File: src/rtl/tmm_pkg.sv
// Shared constants, state encoding and command bundle for the tiled matrix multiplier.
package tmm_pkg;

	localparam int MATRIX_DIM = 8;
	localparam int ELEM_BITS  = 16;

	localparam int IN_W   = 16;
	localparam int ROW_W  = 3;
	localparam int OUT_W  = 35;
	localparam int ACC_W  = 36;
	localparam int TILE_W = 4;

	localparam int OPD_W     = (ELEM_BITS < IN_W) ? ELEM_BITS : IN_W;
	localparam int PROD_W    = 2 * OPD_W;
	localparam int NUM_ELEMS = MATRIX_DIM * MATRIX_DIM;
	localparam int IDX_W     = $clog2(MATRIX_DIM);
	localparam int ADDR_W    = $clog2(NUM_ELEMS);
	localparam int LCNT_W    = $clog2(NUM_ELEMS + 1);
	localparam int SUM_W     = ((IDX_W > TILE_W) ? IDX_W : TILE_W) + 1;

	localparam int PADDR_W = 3;
	localparam int PDATA_W = 32;

	localparam logic [TILE_W-1:0] TILE_RESET = TILE_W'(2);

	typedef enum logic [PADDR_W-3:0] {
		REG_TILE_SIZE = 1'b0
	} tmm_reg_t;

	typedef enum logic [6:0] {
		S_LOAD  = 7'b0000001,
		S_READ  = 7'b0000010,
		S_MUL   = 7'b0000100,
		S_ACC   = 7'b0001000,
		S_ORD   = 7'b0010000,
		S_OLD   = 7'b0100000,
		S_OHOLD = 7'b1000000
	} tmm_state_t;

	typedef struct packed {
		logic              ld_we;
		logic [ADDR_W-1:0] ld_addr;
		logic              ab_re;
		logic [ADDR_W-1:0] a_addr;
		logic [ADDR_W-1:0] b_addr;
		logic              mul_en;
		logic              r_re;
		logic              acc_we;
		logic              acc_first;
		logic [ADDR_W-1:0] r_addr;
		logic              out_load;
		logic [ROW_W-1:0]  out_row;
		logic [ROW_W-1:0]  out_col;
		logic              out_last;
	} tmm_cmd_t;

endpackage

File: src/rtl/tmm_if.sv
// Valid/ready channel interfaces for operand beats and result beats.
interface tmm_in_if;
	import tmm_pkg::*;

	logic            valid;
	logic            ready;
	logic [IN_W-1:0] a_value;
	logic [IN_W-1:0] b_value;
	logic            last_item;

	modport source (output valid, output a_value, output b_value, output last_item,
		input ready);
	modport sink (input valid, input a_value, input b_value, input last_item,
		output ready);
endinterface

interface tmm_out_if;
	import tmm_pkg::*;

	logic             valid;
	logic             ready;
	logic [ROW_W-1:0] row_index;
	logic [ROW_W-1:0] col_index;
	logic [OUT_W-1:0] product_value;
	logic             last_result;

	modport source (output valid, output row_index, output col_index,
		output product_value, output last_result, input ready);
	modport sink (input valid, input row_index, input col_index,
		input product_value, input last_result, output ready);
endinterface

File: src/rtl/tmm_ram.sv
// Generic single-write, single-read RAM with registered read data.
module tmm_ram #(
	parameter int WIDTH = 16,
	parameter int DEPTH = 64
) (
	input  logic                     clk,
	input  logic                     we,
	input  logic [$clog2(DEPTH)-1:0] waddr,
	input  logic [WIDTH-1:0]         wdata,
	input  logic                     re,
	input  logic [$clog2(DEPTH)-1:0] raddr,
	output logic [WIDTH-1:0]         rdata
);
	logic [WIDTH-1:0] mem_q [DEPTH];
	logic [WIDTH-1:0] rdata_q;

	always_ff @(posedge clk) begin
		if (we) begin
			mem_q[waddr] <= wdata;
		end
		if (re) begin
			rdata_q <= mem_q[raddr];
		end
	end

	assign rdata = rdata_q;
endmodule

File: src/rtl/tmm_datapath.sv
// Operand and result stores, multiplier, accumulator and result output register.
module tmm_datapath (
	input  logic                     clk,
	input  tmm_pkg::tmm_cmd_t        cmd,
	input  logic [tmm_pkg::IN_W-1:0] a_value,
	input  logic [tmm_pkg::IN_W-1:0] b_value,
	output logic [tmm_pkg::ROW_W-1:0] row_index,
	output logic [tmm_pkg::ROW_W-1:0] col_index,
	output logic [tmm_pkg::OUT_W-1:0] product_value,
	output logic                      last_result
);
	import tmm_pkg::*;

	logic [IN_W-1:0]   a_rd;
	logic [IN_W-1:0]   b_rd;
	logic [ACC_W-1:0]  r_rd;
	logic [ACC_W-1:0]  acc_sum;
	logic [PROD_W-1:0] prod_q;
	logic [OUT_W-1:0]  product_q;
	logic [ROW_W-1:0]  row_q;
	logic [ROW_W-1:0]  col_q;
	logic              last_q;

	tmm_ram #(.WIDTH(IN_W), .DEPTH(NUM_ELEMS)) u_a_ram (
		.clk   (clk),
		.we    (cmd.ld_we),
		.waddr (cmd.ld_addr),
		.wdata (a_value),
		.re    (cmd.ab_re),
		.raddr (cmd.a_addr),
		.rdata (a_rd)
	);

	tmm_ram #(.WIDTH(IN_W), .DEPTH(NUM_ELEMS)) u_b_ram (
		.clk   (clk),
		.we    (cmd.ld_we),
		.waddr (cmd.ld_addr),
		.wdata (b_value),
		.re    (cmd.ab_re),
		.raddr (cmd.b_addr),
		.rdata (b_rd)
	);

	// The first term of each element overwrites the old sum, so no clearing pass is needed.
	assign acc_sum = (cmd.acc_first ? ACC_W'(0) : r_rd) + ACC_W'(prod_q);

	tmm_ram #(.WIDTH(ACC_W), .DEPTH(NUM_ELEMS)) u_r_ram (
		.clk   (clk),
		.we    (cmd.acc_we),
		.waddr (cmd.r_addr),
		.wdata (acc_sum),
		.re    (cmd.r_re),
		.raddr (cmd.r_addr),
		.rdata (r_rd)
	);

	always_ff @(posedge clk) begin
		if (cmd.mul_en) begin
			prod_q <= a_rd[OPD_W-1:0] * b_rd[OPD_W-1:0];
		end
		if (cmd.out_load) begin
			product_q <= r_rd[OUT_W-1:0];
			row_q     <= cmd.out_row;
			col_q     <= cmd.out_col;
			last_q    <= cmd.out_last;
		end
	end

	assign row_index     = row_q;
	assign col_index     = col_q;
	assign product_value = product_q;
	assign last_result   = last_q;
endmodule

File: src/rtl/tmm_ctrl.sv
// Controller: load counting, tiled i-k-j walk and result streaming sequence.
module tmm_ctrl (
	input  logic                       clk,
	input  logic                       arst_n,
	input  logic                       in_valid,
	input  logic                       in_last,
	output logic                       in_ready,
	output logic                       out_valid,
	input  logic                       out_ready,
	input  logic [tmm_pkg::TILE_W-1:0] tile_size,
	output tmm_pkg::tmm_cmd_t          cmd
);
	import tmm_pkg::*;

	localparam logic [SUM_W-1:0] DIM_S    = SUM_W'(MATRIX_DIM);
	localparam logic [IDX_W-1:0] LAST_IDX = IDX_W'(MATRIX_DIM - 1);
	localparam logic [ADDR_W-1:0] DIM_A   = ADDR_W'(MATRIX_DIM);

	tmm_state_t        state_q;
	logic [LCNT_W-1:0] load_count_q;
	logic [TILE_W-1:0] tile_q;
	logic [IDX_W-1:0]  i_q, j_q, k_q, i0_q, j0_q, k0_q;
	logic [IDX_W-1:0]  ni, nj, nk, ni0, nj0, nk0;
	logic              mac_done;
	logic              in_fire;
	logic [SUM_W-1:0]  t_s, i_end, j_end, k_end, i_lim, j_lim, k_lim;
	logic [SUM_W-1:0]  i0_next, j0_next, k0_next;

	function automatic logic [ADDR_W-1:0] addr_of(input logic [IDX_W-1:0] r,
		input logic [IDX_W-1:0] c);
		return ADDR_W'(ADDR_W'(r) * DIM_A + ADDR_W'(c));
	endfunction

	assign in_fire = in_valid && in_ready;
	assign in_ready  = (state_q == S_LOAD);
	assign out_valid = (state_q == S_OHOLD);

	assign t_s     = SUM_W'(tile_q);
	assign i0_next = SUM_W'(i0_q) + t_s;
	assign j0_next = SUM_W'(j0_q) + t_s;
	assign k0_next = SUM_W'(k0_q) + t_s;
	assign i_end   = i0_next;
	assign j_end   = j0_next;
	assign k_end   = k0_next;
	assign i_lim   = (i_end < DIM_S) ? i_end : DIM_S;
	assign j_lim   = (j_end < DIM_S) ? j_end : DIM_S;
	assign k_lim   = (k_end < DIM_S) ? k_end : DIM_S;

	always_comb begin
		mac_done = 1'b0;
		ni  = i_q;
		nj  = j_q;
		nk  = k_q;
		ni0 = i0_q;
		nj0 = j0_q;
		nk0 = k0_q;
		if (SUM_W'(j_q) + SUM_W'(1) < j_lim) begin
			nj = j_q + IDX_W'(1);
		end else begin
			nj = j0_q;
			if (SUM_W'(k_q) + SUM_W'(1) < k_lim) begin
				nk = k_q + IDX_W'(1);
			end else if (SUM_W'(i_q) + SUM_W'(1) < i_lim) begin
				nk = k0_q;
				ni = i_q + IDX_W'(1);
			end else if (k0_next < DIM_S) begin
				nk0 = IDX_W'(k0_next);
				nk  = IDX_W'(k0_next);
				ni  = i0_q;
			end else if (j0_next < DIM_S) begin
				nk0 = '0;
				nk  = '0;
				nj0 = IDX_W'(j0_next);
				nj  = IDX_W'(j0_next);
				ni  = i0_q;
			end else if (i0_next < DIM_S) begin
				nk0 = '0;
				nk  = '0;
				nj0 = '0;
				nj  = '0;
				ni0 = IDX_W'(i0_next);
				ni  = IDX_W'(i0_next);
			end else begin
				mac_done = 1'b1;
			end
		end
	end

	always_comb begin
		cmd           = '0;
		cmd.ld_we     = in_fire && (load_count_q < LCNT_W'(NUM_ELEMS));
		cmd.ld_addr   = load_count_q[ADDR_W-1:0];
		cmd.a_addr    = addr_of(i_q, k_q);
		cmd.b_addr    = addr_of(k_q, j_q);
		cmd.r_addr    = addr_of(i_q, j_q);
		cmd.ab_re     = (state_q == S_READ);
		cmd.mul_en    = (state_q == S_MUL);
		cmd.acc_we    = (state_q == S_ACC);
		cmd.acc_first = (k_q == '0);
		cmd.r_re      = (state_q == S_READ) || (state_q == S_ORD);
		cmd.out_load  = (state_q == S_OLD);
		cmd.out_row   = ROW_W'(i_q);
		cmd.out_col   = ROW_W'(j_q);
		cmd.out_last  = (i_q == LAST_IDX) && (j_q == LAST_IDX);
	end

	always_ff @(posedge clk or negedge arst_n) begin
		if (!arst_n) begin
			state_q      <= S_LOAD;
			load_count_q <= '0;
			tile_q       <= TILE_W'(1);
			i_q          <= '0;
			j_q          <= '0;
			k_q          <= '0;
			i0_q         <= '0;
			j0_q         <= '0;
			k0_q         <= '0;
		end else begin
			unique case (state_q)
				S_LOAD: begin
					if (in_fire) begin
						if (load_count_q < LCNT_W'(NUM_ELEMS)) begin
							load_count_q <= load_count_q + LCNT_W'(1);
						end
						if (in_last) begin
							tile_q  <= (tile_size == '0) ? TILE_W'(1) : tile_size;
							i_q     <= '0;
							j_q     <= '0;
							k_q     <= '0;
							i0_q    <= '0;
							j0_q    <= '0;
							k0_q    <= '0;
							state_q <= S_READ;
						end
					end
				end
				S_READ: begin
					state_q <= S_MUL;
				end
				S_MUL: begin
					state_q <= S_ACC;
				end
				S_ACC: begin
					if (mac_done) begin
						i_q     <= '0;
						j_q     <= '0;
						state_q <= S_ORD;
					end else begin
						i_q     <= ni;
						j_q     <= nj;
						k_q     <= nk;
						i0_q    <= ni0;
						j0_q    <= nj0;
						k0_q    <= nk0;
						state_q <= S_READ;
					end
				end
				S_ORD: begin
					state_q <= S_OLD;
				end
				S_OLD: begin
					state_q <= S_OHOLD;
				end
				S_OHOLD: begin
					if (out_ready) begin
						if (cmd.out_last) begin
							load_count_q <= '0;
							state_q      <= S_LOAD;
						end else begin
							if (j_q == LAST_IDX) begin
								j_q <= '0;
								i_q <= i_q + IDX_W'(1);
							end else begin
								j_q <= j_q + IDX_W'(1);
							end
							state_q <= S_ORD;
						end
					end
				end
				default: begin
					state_q <= S_LOAD;
				end
			endcase
		end
	end
endmodule

File: src/rtl/tiled_matrix_multiply_top.sv
// Top level of the tiled matrix multiplier: channels, register port, controller and datapath.
// Loading takes one cycle per operand beat; the beat marked last starts the multiply.
// Each multiply-accumulate of the multiply then steps through the read, multiply and
// write-back steps on the result store, N^3 of them in all (512 at N=8).
// Each result beat steps through read, load and hold, waiting for out_ready; 64 per multiply.
// Asynchronous active-low reset clears the controller, load count and tile size (to 2);
// the stores are not cleared and need no clearing pass.
module tiled_matrix_multiply_top (
	input  logic                        clk,
	input  logic                        arst_n,
	tmm_in_if.sink                      in_ch,
	tmm_out_if.source                   out_ch,
	input  logic                        psel,
	input  logic                        penable,
	input  logic                        pwrite,
	input  logic [tmm_pkg::PADDR_W-1:0] paddr,
	input  logic [tmm_pkg::PDATA_W-1:0] pwdata,
	output logic [tmm_pkg::PDATA_W-1:0] prdata,
	output logic                        pready
);
	import tmm_pkg::*;

	logic [TILE_W-1:0] tile_size_q;
	tmm_reg_t          reg_idx;
	logic              cfg_write;
	tmm_cmd_t          cmd;

	assign pready    = 1'b1;
	assign reg_idx   = tmm_reg_t'(paddr[PADDR_W-1:2]);
	assign cfg_write = psel && penable && pwrite && pready;

	always_ff @(posedge clk or negedge arst_n) begin
		if (!arst_n) begin
			tile_size_q <= TILE_RESET;
		end else if (cfg_write) begin
			unique case (reg_idx)
				REG_TILE_SIZE: tile_size_q <= pwdata[TILE_W-1:0];
				default: ;
			endcase
		end
	end

	always_comb begin
		unique case (reg_idx)
			REG_TILE_SIZE: prdata = PDATA_W'(tile_size_q);
			default:       prdata = '0;
		endcase
	end

	tmm_ctrl u_ctrl (
		.clk       (clk),
		.arst_n    (arst_n),
		.in_valid  (in_ch.valid),
		.in_last   (in_ch.last_item),
		.in_ready  (in_ch.ready),
		.out_valid (out_ch.valid),
		.out_ready (out_ch.ready),
		.tile_size (tile_size_q),
		.cmd       (cmd)
	);

	tmm_datapath u_datapath (
		.clk           (clk),
		.cmd           (cmd),
		.a_value       (in_ch.a_value),
		.b_value       (in_ch.b_value),
		.row_index     (out_ch.row_index),
		.col_index     (out_ch.col_index),
		.product_value (out_ch.product_value),
		.last_result   (out_ch.last_result)
	);

	a_no_overlap: assert property (@(posedge clk) disable iff (!arst_n)
		!(in_ch.ready && out_ch.valid))
		else $error("operand beat accepted while a result beat is pending");

	a_last_in_starts: assert property (@(posedge clk) disable iff (!arst_n)
		(in_ch.valid && in_ch.ready && in_ch.last_item) |=> !in_ch.ready)
		else $error("multiply did not start after the last operand beat");

	a_last_out_returns: assert property (@(posedge clk) disable iff (!arst_n)
		(out_ch.valid && out_ch.ready && out_ch.last_result) |=> in_ch.ready)
		else $error("loading did not resume after the last result beat");

	a_no_result_while_mac: assert property (@(posedge clk) disable iff (!arst_n)
		(cmd.acc_we || cmd.mul_en) |-> !out_ch.valid)
		else $error("result beat shown during accumulation");
endmodule
File: src/flat_wrapper.sv
// flat-port wrapper written by rule: the top's interface ports become plain ports
module tiled_matrix_multiply_top_flat import tmm_pkg::*;
  (clk, arst_n, psel, penable, pwrite, paddr, pwdata, prdata, pready, in_ch_valid, in_ch_a_value, in_ch_b_value, in_ch_last_item, in_ch_ready, out_ch_valid, out_ch_row_index, out_ch_col_index, out_ch_product_value, out_ch_last_result, out_ch_ready);
  tmm_in_if in_ch_i ();
  tmm_out_if out_ch_i ();
  input  logic clk;
  input  logic arst_n;
  input  logic psel;
  input  logic penable;
  input  logic pwrite;
  input  logic [tmm_pkg::PADDR_W-1:0] paddr;
  input  logic [tmm_pkg::PDATA_W-1:0] pwdata;
  output logic [tmm_pkg::PDATA_W-1:0] prdata;
  output logic pready;
  input wire logic [$bits(in_ch_i.valid)-1:0] in_ch_valid;
  input wire logic [$bits(in_ch_i.a_value)-1:0] in_ch_a_value;
  input wire logic [$bits(in_ch_i.b_value)-1:0] in_ch_b_value;
  input wire logic [$bits(in_ch_i.last_item)-1:0] in_ch_last_item;
  output wire logic [$bits(in_ch_i.ready)-1:0] in_ch_ready;
  output wire logic [$bits(out_ch_i.valid)-1:0] out_ch_valid;
  output wire logic [$bits(out_ch_i.row_index)-1:0] out_ch_row_index;
  output wire logic [$bits(out_ch_i.col_index)-1:0] out_ch_col_index;
  output wire logic [$bits(out_ch_i.product_value)-1:0] out_ch_product_value;
  output wire logic [$bits(out_ch_i.last_result)-1:0] out_ch_last_result;
  input wire logic [$bits(out_ch_i.ready)-1:0] out_ch_ready;
  assign in_ch_i.valid = in_ch_valid;
  assign in_ch_i.a_value = in_ch_a_value;
  assign in_ch_i.b_value = in_ch_b_value;
  assign in_ch_i.last_item = in_ch_last_item;
  assign in_ch_ready = in_ch_i.ready;
  assign out_ch_valid = out_ch_i.valid;
  assign out_ch_row_index = out_ch_i.row_index;
  assign out_ch_col_index = out_ch_i.col_index;
  assign out_ch_product_value = out_ch_i.product_value;
  assign out_ch_last_result = out_ch_i.last_result;
  assign out_ch_i.ready = out_ch_ready;
  tiled_matrix_multiply_top u_core (.clk(clk), .arst_n(arst_n), .in_ch(in_ch_i), .out_ch(out_ch_i), .psel(psel), .penable(penable), .pwrite(pwrite), .paddr(paddr), .pwdata(pwdata), .prdata(prdata), .pready(pready));
endmodule
File: config.mk
export PLATFORM = sky130hd
export DESIGN_NAME = tiled_matrix_multiply_top_flat
export DESIGN_NICKNAME = d
export VERILOG_FILES = /design/src/rtl/tmm_pkg.sv /design/src/rtl/tmm_if.sv /design/src/rtl/tmm_ram.sv /design/src/rtl/tmm_datapath.sv /design/src/rtl/tmm_ctrl.sv /design/src/rtl/tiled_matrix_multiply_top.sv /design/src/flat_wrapper.sv
export SDC_FILE = /design/constraint.sdc
export NUM_CORES = 2
export LEC_CHECK = 0
export BUFFER_PORTS_ARGS = -buffer_cell sky130_fd_sc_hd__buf_4
export CORE_ASPECT_RATIO = 0.7
export CORE_UTILIZATION = 30
export CTS_BUF_LIST = sky130_fd_sc_hd__clkbuf_16
export CTS_CLUSTER_DIAMETER = 80
export DETAILED_ROUTE_END_ITERATION = 8
export PLACE_DENSITY = 0.44
export SETUP_SLACK_MARGIN = 0.02
export SLEW_MARGIN = 20
export SYNTH_ARGS = -nofsm -noshare
export SYNTH_HDL_FRONTEND = slang
export SYNTH_MEMORY_MAX_BITS = 65536
export SYNTH_SLANG_ARGS = --single-unit
File: constraint.sdc
create_clock -name clk -period 6.89 [get_ports clk]
set_input_delay 0 -clock clk [delete_from_list [all_inputs] [get_ports clk]]
set_output_delay 0 -clock clk [all_outputs]
set_load 0.01 [all_outputs]
## Word level (Yosys, flattened, before mapping)

Memories as Yosys holds them, arrays and structs flattened. A register that Yosys moved wholly into a read port is not among the register bits.
Index checks and enable logic that the tools add are counted.
W data, S select, Z words.

- Multiply operators: 1
- $add $sub $neg: 14
- Magnitude comparators: 7
- Bitwise gates (word level): 1
- Reduce and logical (&&, ||, !) cells: 21
- Mux-type cells: 74
- Eq/ne operators: 28

Operators by type and width:

| cell | count |
|---|---|
| $mux W3 | 41 |
| $mux W7 | 7 |
| $pmux W7 S7 | 1 |
| $add A36 B32 Y36 | 1 |
| $mux W36 | 1 |
| $mul A16 B16 Y32 | 1 |
| $mux W5 | 5 |
| $pmux W3 S2 | 4 |
| $add A6 B3 Y6 | 3 |
| $pmux W3 S3 | 2 |
| $ne A2 B2 Y1 const B | 8 |
| $add A3 B4 Y5 | 3 |
| $lt A4 B5 Y1 | 3 |
| $lt A5 B4 Y1 const B | 3 |
| $reduce_and A5 Y1 | 3 |
| $pmux W7 S2 | 1 |
| $add A3 B1 Y4 const B | 3 |
| $ne A2 B1 Y1 const B | 6 |
| $ne A6 B1 Y1 const B | 2 |
| $mux W1 | 10 |
| $reduce_and A10 Y1 | 1 |
| $add A3 B1 Y3 const B | 3 |
| $reduce_and A9 Y1 | 1 |
| $mux W4 | 2 |
| other kinds (23) | 31 |

- Output and inout port bits: 77
- Register bits after elaboration: 114
- Bits in writable memories: 4352
- Logic and storage cells: 164
- Memories kept: 3

Memories:

| name | words | bits a word | read ports | clocked after Yosys merged registers in | wr ports | RTL line | text |
|---|---|---|---|---|---|---|---|
| u_core.u_datapath.u_r_ram.mem_q | 64 | 36 | 1 | 1 | 1 | tmm_ram.sv:14 | `logic [WIDTH-1:0] mem_q [DEPTH];` |
| u_core.u_datapath.u_a_ram.mem_q | 64 | 16 | 1 | 1 | 1 | tmm_ram.sv:14 |  |
| u_core.u_datapath.u_b_ram.mem_q | 64 | 16 | 1 | 1 | 1 | tmm_ram.sv:14 |  |

## Depth between registers and ports, before layout

- Word-level depth: 10
- Mapped depth: 24
- Gate-level depth less buffers: 22

## Hierarchy

From an unflattened synthesis, not the netlist that was laid out.

- Cells, all modules: 9143
- Area, all modules: 184727.2 um^2

Modules (own cells, without submodules):

| module | cells an instance | seq. area each (um^2) | area an instance (um^2) | instances |
|---|---|---|---|---|
| tmm_ram at u_core.u_datapath.u_r_ram | 3780 | 70267.4 | 88333.5 | 1 |
| tmm_ram at u_core.u_datapath.u_b_ram | 1829 | 31230.0 | 40202.3 | 1 |
| tmm_ram at u_core.u_datapath.u_a_ram | 1810 | 31230.0 | 40070.9 | 1 |
| tmm_datapath | 1347 | 2222.1 | 12659.6 | 1 |
| tmm_ctrl | 333 | 903.4 | 3030.4 | 1 |
| tiled_matrix_multiply_top | 44 | 101.3 | 430.4 | 1 |

## Worst setup path before layout

OpenSTA, ideal clock, no wires.

- Path kind: register -> register
- From: register u_core.u_ctrl.k_q[1]
- To: memory u_core.u_datapath.u_r_ram.mem_q[0][32] in the netlist's numbering (data pin)
- Stages on the path, launching flop included: 23
- Arrival time: 6.193 ns
- Required time: 6.355 ns
- Path buffers: 7
- Slack: 0.162 ns
- Period minus slack after synthesis: 6.728 ns
- Path through: dfrtp_1 -> clkbuf_1 -> buf_2 -> buf_2 -> buf_2 -> buf_2 -> inv_1 -> clkbuf_1 -> ha_1 -> nand2b_1 -> clkbuf_1 -> and2_1 -> ha_1 -> a21o_1 -> a221o_1 -> a21o_1 -> o31a_1 -> o21ai_2 -> o21ai_1 -> a41oi_1 -> nand2b_1 -> a21oi_1 -> xor2_1

- Cells in the longest elaborated chain, start to end: 3

Ends and longest elaborated chain:

| what | RTL line | text |
|---|---|---|
| start, declared | tmm_ctrl.sv:22 | `logic [IDX_W-1:0] i_q, j_q, k_q, i0_q, j0_q, k0_q;` |
| start signal, assigned | tmm_ctrl.sv:151 | `k_q <= nk;` |
| $logic_not A3 Y1 | tmm_ctrl.sv:99 | `cmd.acc_first = (k_q == '0);` |
| $mux W36 | tmm_datapath.sv:45 | `assign acc_sum = (cmd.acc_first ? ACC_W'(0) : r_rd) + ACC_W'(prod_q);` |
| $add A36 B32 Y36 | tmm_datapath.sv:45 |  |
| net u_core.u_datapath.acc_sum[32] | tmm_datapath.sv:17 | `logic [ACC_W-1:0] acc_sum;` |
| end, declared | tmm_ram.sv:14 |  |

The timed path passes the listed nets, and every way through them passes these cells.

## Worst setup path after layout

- From: register u_core.u_datapath.u_b_ram.rdata_q[3], in the netlist u_core.u_datapath.u_b_ram.rdata[3] (read register of u_core.u_datapath.u_b_ram.mem_q)
- To: register u_core.u_datapath.prod_q[30] (data pin)

- Cells in the longest elaborated chain, start to end: 1

Ends and longest elaborated chain:

| what | RTL line | text |
|---|---|---|
| start, declared | tmm_ram.sv:15 | `logic [WIDTH-1:0] rdata_q;` |
| $mul A16 B16 Y32 | tmm_datapath.sv:59 | `prod_q <= a_rd[OPD_W-1:0] * b_rd[OPD_W-1:0];` |
| end signal, assigned | tmm_datapath.sv:59 |  |
| end, declared | tmm_datapath.sv:18 | `logic [PROD_W-1:0] prod_q;` |

Every way passes these cells.
A chain may end at the register's enable or synchronous reset.

==> impl_metrics.yaml <==
run_status:
  status: "finished clean"
setup_path:
  worstSetupPathType: "flop to flop"
  critical_path_arrival_ps: 7420
  critPathLaunchType: "flop"
  crit_path_end_kind: "flop"
  cp_max_fo: 8
  crit_required_ps: 7730
synthesis:
  post-synth-top-count-cell: "edfxtp_1"
  synthArstFlopShare_pct: 0.895
  ys_types: 83
  syn_area_um2: 175000
  synth_cells: 9633
  yosys-top-cells-area: "edfxtp_1 (76%), mux4_2 (4.2%), a22oi_1 (3.8%), fa_1 (2.3%), a22o_1 (1.3%)"
  synth_area_leader_cell: "edfxtp_1"
  synth.top_cells.by_count: "edfxtp_1 (4429), a22oi_1 (896), clkbuf_1 (333)"
  dominantRegCellSynth: "edfxtp_1"
  synth-seq-cells: 4469
  synth_edf_count: 4429
  yosysTopAreaCellShare_pct: 75.8
  yosys_warnings: 0
  yosysSeqAreaShare_pct: 76.4
  avgSynthCellArea_um2: 18.2
floorplanning:
  start_util_pct: 30.2
  std_cell_rows: 234
  die_y_um: 642
  io_pins: 152
  fp.dieArea_um2: 588000
  dieWidth_um: 916
  core_area_um2: 581000
clock_network:
  cts_resized: 0
  numCtsBuffers: 441
  cts_tree: "built"
  clk_transition_reported_paths_ps: 60
  clock-sinks: 4469
  htreeDepth: 5
  clk_latency_ps: 1100
  root_buffer: "clkbuf_16"
  cts_setup_buffers: 0
  cts.path.max_buffers: 4
power:
  power.leakage_nw: 63.9
  p_int_mw: 54.5
  clockPowerShare_pct: 29.4
  power.switching_mw: 25.6
  switching_share_pct: 32.0
  p_per_area_nw_per_um2: 392
  irDropWorstVdd_v: 0.000688
  combPwrFrac_pct: 27.2
  power_mw: 80.1
  seq_power_share_pct: 43.4
detailed_routing:
  detail_route.vias_per_cell: 5.53
  drtAntennaViolNets: 0
  drc: 0
  dr.first_iter.drc_count: 14700
  wl_per_cell_um: 34.5
  wirelength_um: 633000
  vias: 101000
  first_pass_iters: 8
timing:
  fin_tns_setup_ps: 0
  worst_pin_slew_ps: 1210
  drv_slew: 0
  fin_skew_ps: 158
  post-route-period-util_pct: 95.5
  min_period_ps: 6580
  slew_headroom_pct: 19.4
  timing.fmax_mhz: 152
  finalWorstSetupSlack_ps: 309
  setup_violations: 0
  finalHoldViolCount: 0
  rsz0062_at_grt: "no"
worst_hold_path:
  hold_path_class: "input port to flop"
placed_design:
  gp_congestion: 0.815
  dpl.hpwl_um: 380000
  pre_cts_ws_ps: 298
  io_buffer_count: 92
  placed_cell_area_um2: 190000
grt:
  grt_pass1_wl_um: 857000
  globalRoute.totalOverflow: 0
  grt_pass1_vias: 98000
  grtUsageTotal_pct: 20.8
  antenna_found_initial: 67
  grt_max_degree: 101
final_layout:
  final_area_um2: 204000
  nets: 10600
  final_core_util_pct: 35.1
  area_growth_pct: 16.4
  layout-drive-gt1-share_pct: 17.2
job:
  maxCapViolations: 0
## logic make-up after synthesis
family / count (synthesis) / synth area share (%)
mux: 500 / 5.23
fa+ha+maj: 359 / 3.41
other cells: 2 / 0.00428
xor+xnor: 67 / 0.335
simple gates: 1145 / 3.21
compound gates: 2248 / 9.43
flops: 4469 / 76.4
buf+inv: 843 / 1.98
## sequential cells by signal (all words and copies together) (netlist names)
signal and flops:
u_core.u_datapath.u_r_ram.rdata 35, u_core.u_datapath.col_index 3, u_core.u_datapath.prod_q 32, u_core.tile_size_q 4, u_core.u_datapath.u_r_ram.mem_q 2240, u_core.u_ctrl.k_q 3
u_core.u_ctrl.k0_q 3, u_core.u_datapath.u_b_ram.mem_q 1024, u_core.u_ctrl.i0_q 3, u_core.u_ctrl.i_q 3, u_core.u_datapath.u_a_ram.rdata 16, u_core.u_datapath.u_a_ram.mem_q 1024
u_core.u_ctrl.state_q 7, u_core.u_ctrl.tile_q 4, u_core.u_datapath.product_value 35, u_core.u_datapath.last_result 1, u_core.u_ctrl.load_count_q 7, u_core.u_ctrl.j_q 3
u_core.u_ctrl.j0_q 3, u_core.u_datapath.u_b_ram.rdata 16, u_core.u_datapath.row_index 3
## area by class of cell
class,instances,area (um^2)
clock inverter,350,2640
inverter,251,951
timing repair buffer,664,6080
multi-input combinational,4348,39500
tap,7788,9740
sequential,4469,134000
fill,54300,377000
clock buffer,445,11100
antenna,28,70.1
## worst paths after layout
path	cells after the start	start	slack, ps	endpoint
min	2	in_ch_a_value[14]	80	u_core.u_datapath.u_a_ram.mem_q[56][14]
max in group asynchronous	5	arst_n	6010	u_core.u_ctrl.state_q[0]
min in group asynchronous	5	arst_n	590	u_core.u_ctrl.tile_q[1]
max	22	u_core.u_datapath.u_b_ram.rdata[3]	310	u_core.u_datapath.prod_q[30]
min reg2reg	0	u_core.u_datapath.u_r_ram.rdata[15]	450	u_core.u_datapath.product_value[15]
max reg2reg	22	u_core.u_datapath.u_b_ram.rdata[3]	310	u_core.u_datapath.prod_q[30]
## critical path: stages (launching register included)
cell and delay (ps):
edfxtp_1 780, buf_4 230, buf_4 150, nand2_1 70, fa_1 480, inv_1 60
fa_1 570, ha_1 150, inv_1 50, fa_1 460, fa_1 550, inv_1 50
fa_1 440, ha_1 230, a211o_1 290, o21bai_1 180, a21oi_2 240, o31ai_1 180
a31o_2 300, a221o_1 380, a41oi_1 280, mux2i_1 200, nand2_1 60
## timing repair
action	CTS	global route
hold buffers	57	0
hold endpoints to repair	2121	0
setup endpoints to repair	0	0
## per-stage QoR
stage               cells  hold slack [ps]
global placement    17500             55.9
CTS                 18300             19.4
finish              18300             76.9
floorplan            9660             -296
global route        18300             73.0
detailed placement  17500             61.0
## placed cells by master (no fill, tap or decap), types with 29 or more instances in the layout
cell type      netlist  layout
inv_1              246     345
nor2_4               0     131
fa_1               198     198
mux4_2             329     329
a21o_1              47      47
nand2_1            323     323
bufinv_16            0      29
a21oi_1            265     258
clkbuf_16            0     445
o211ai_1            57      57
conb_1               2      29
o21ai_1             51      51
nand3_1             78      78
buf_4               37     530
a22o_1             253     253
a31oi_1            128     127
nor2_1             271     134
ha_1               161     160
o21ai_0             98      98
a221oi_1           246     246
dlygate4sd3_1        0      56
mux2i_1            128     128
buf_12               0      69
edfxtp_1          4429    4429
a22oi_1            896     896
clkinv_1             1      97
nand4_1            186     186
o2111ai_1           47      47
mux2_2              43      43
and2_1             157     155
clkinv_2             0      76
## routing by layer
metal,vias up,part of all wire [%],GRT usage [%]
met5,-,0.016,0
met4,16,1.9,3.91
met3,694,9.1,3.87
met2,4983,41,29.2
met1,55200,48,33.3
li1,40600,-,-
## power by group through the flow
| stage | clock network [mW] | logic, mW | registers, mW |
|---|---|---|---|
| floorplan | 0 | 12.7 | 35.4 |
| global placement | 0 | 21.7 | 35.3 |
| detailed placement | 0 | 21.8 | 35.3 |
| CTS | 23.9 | 21.9 | 34.7 |
| global route | 24.9 | 23.7 | 34.7 |
| finish | 23.5 | 21.8 | 34.7 |
Power figures use the tool's default switching activity.
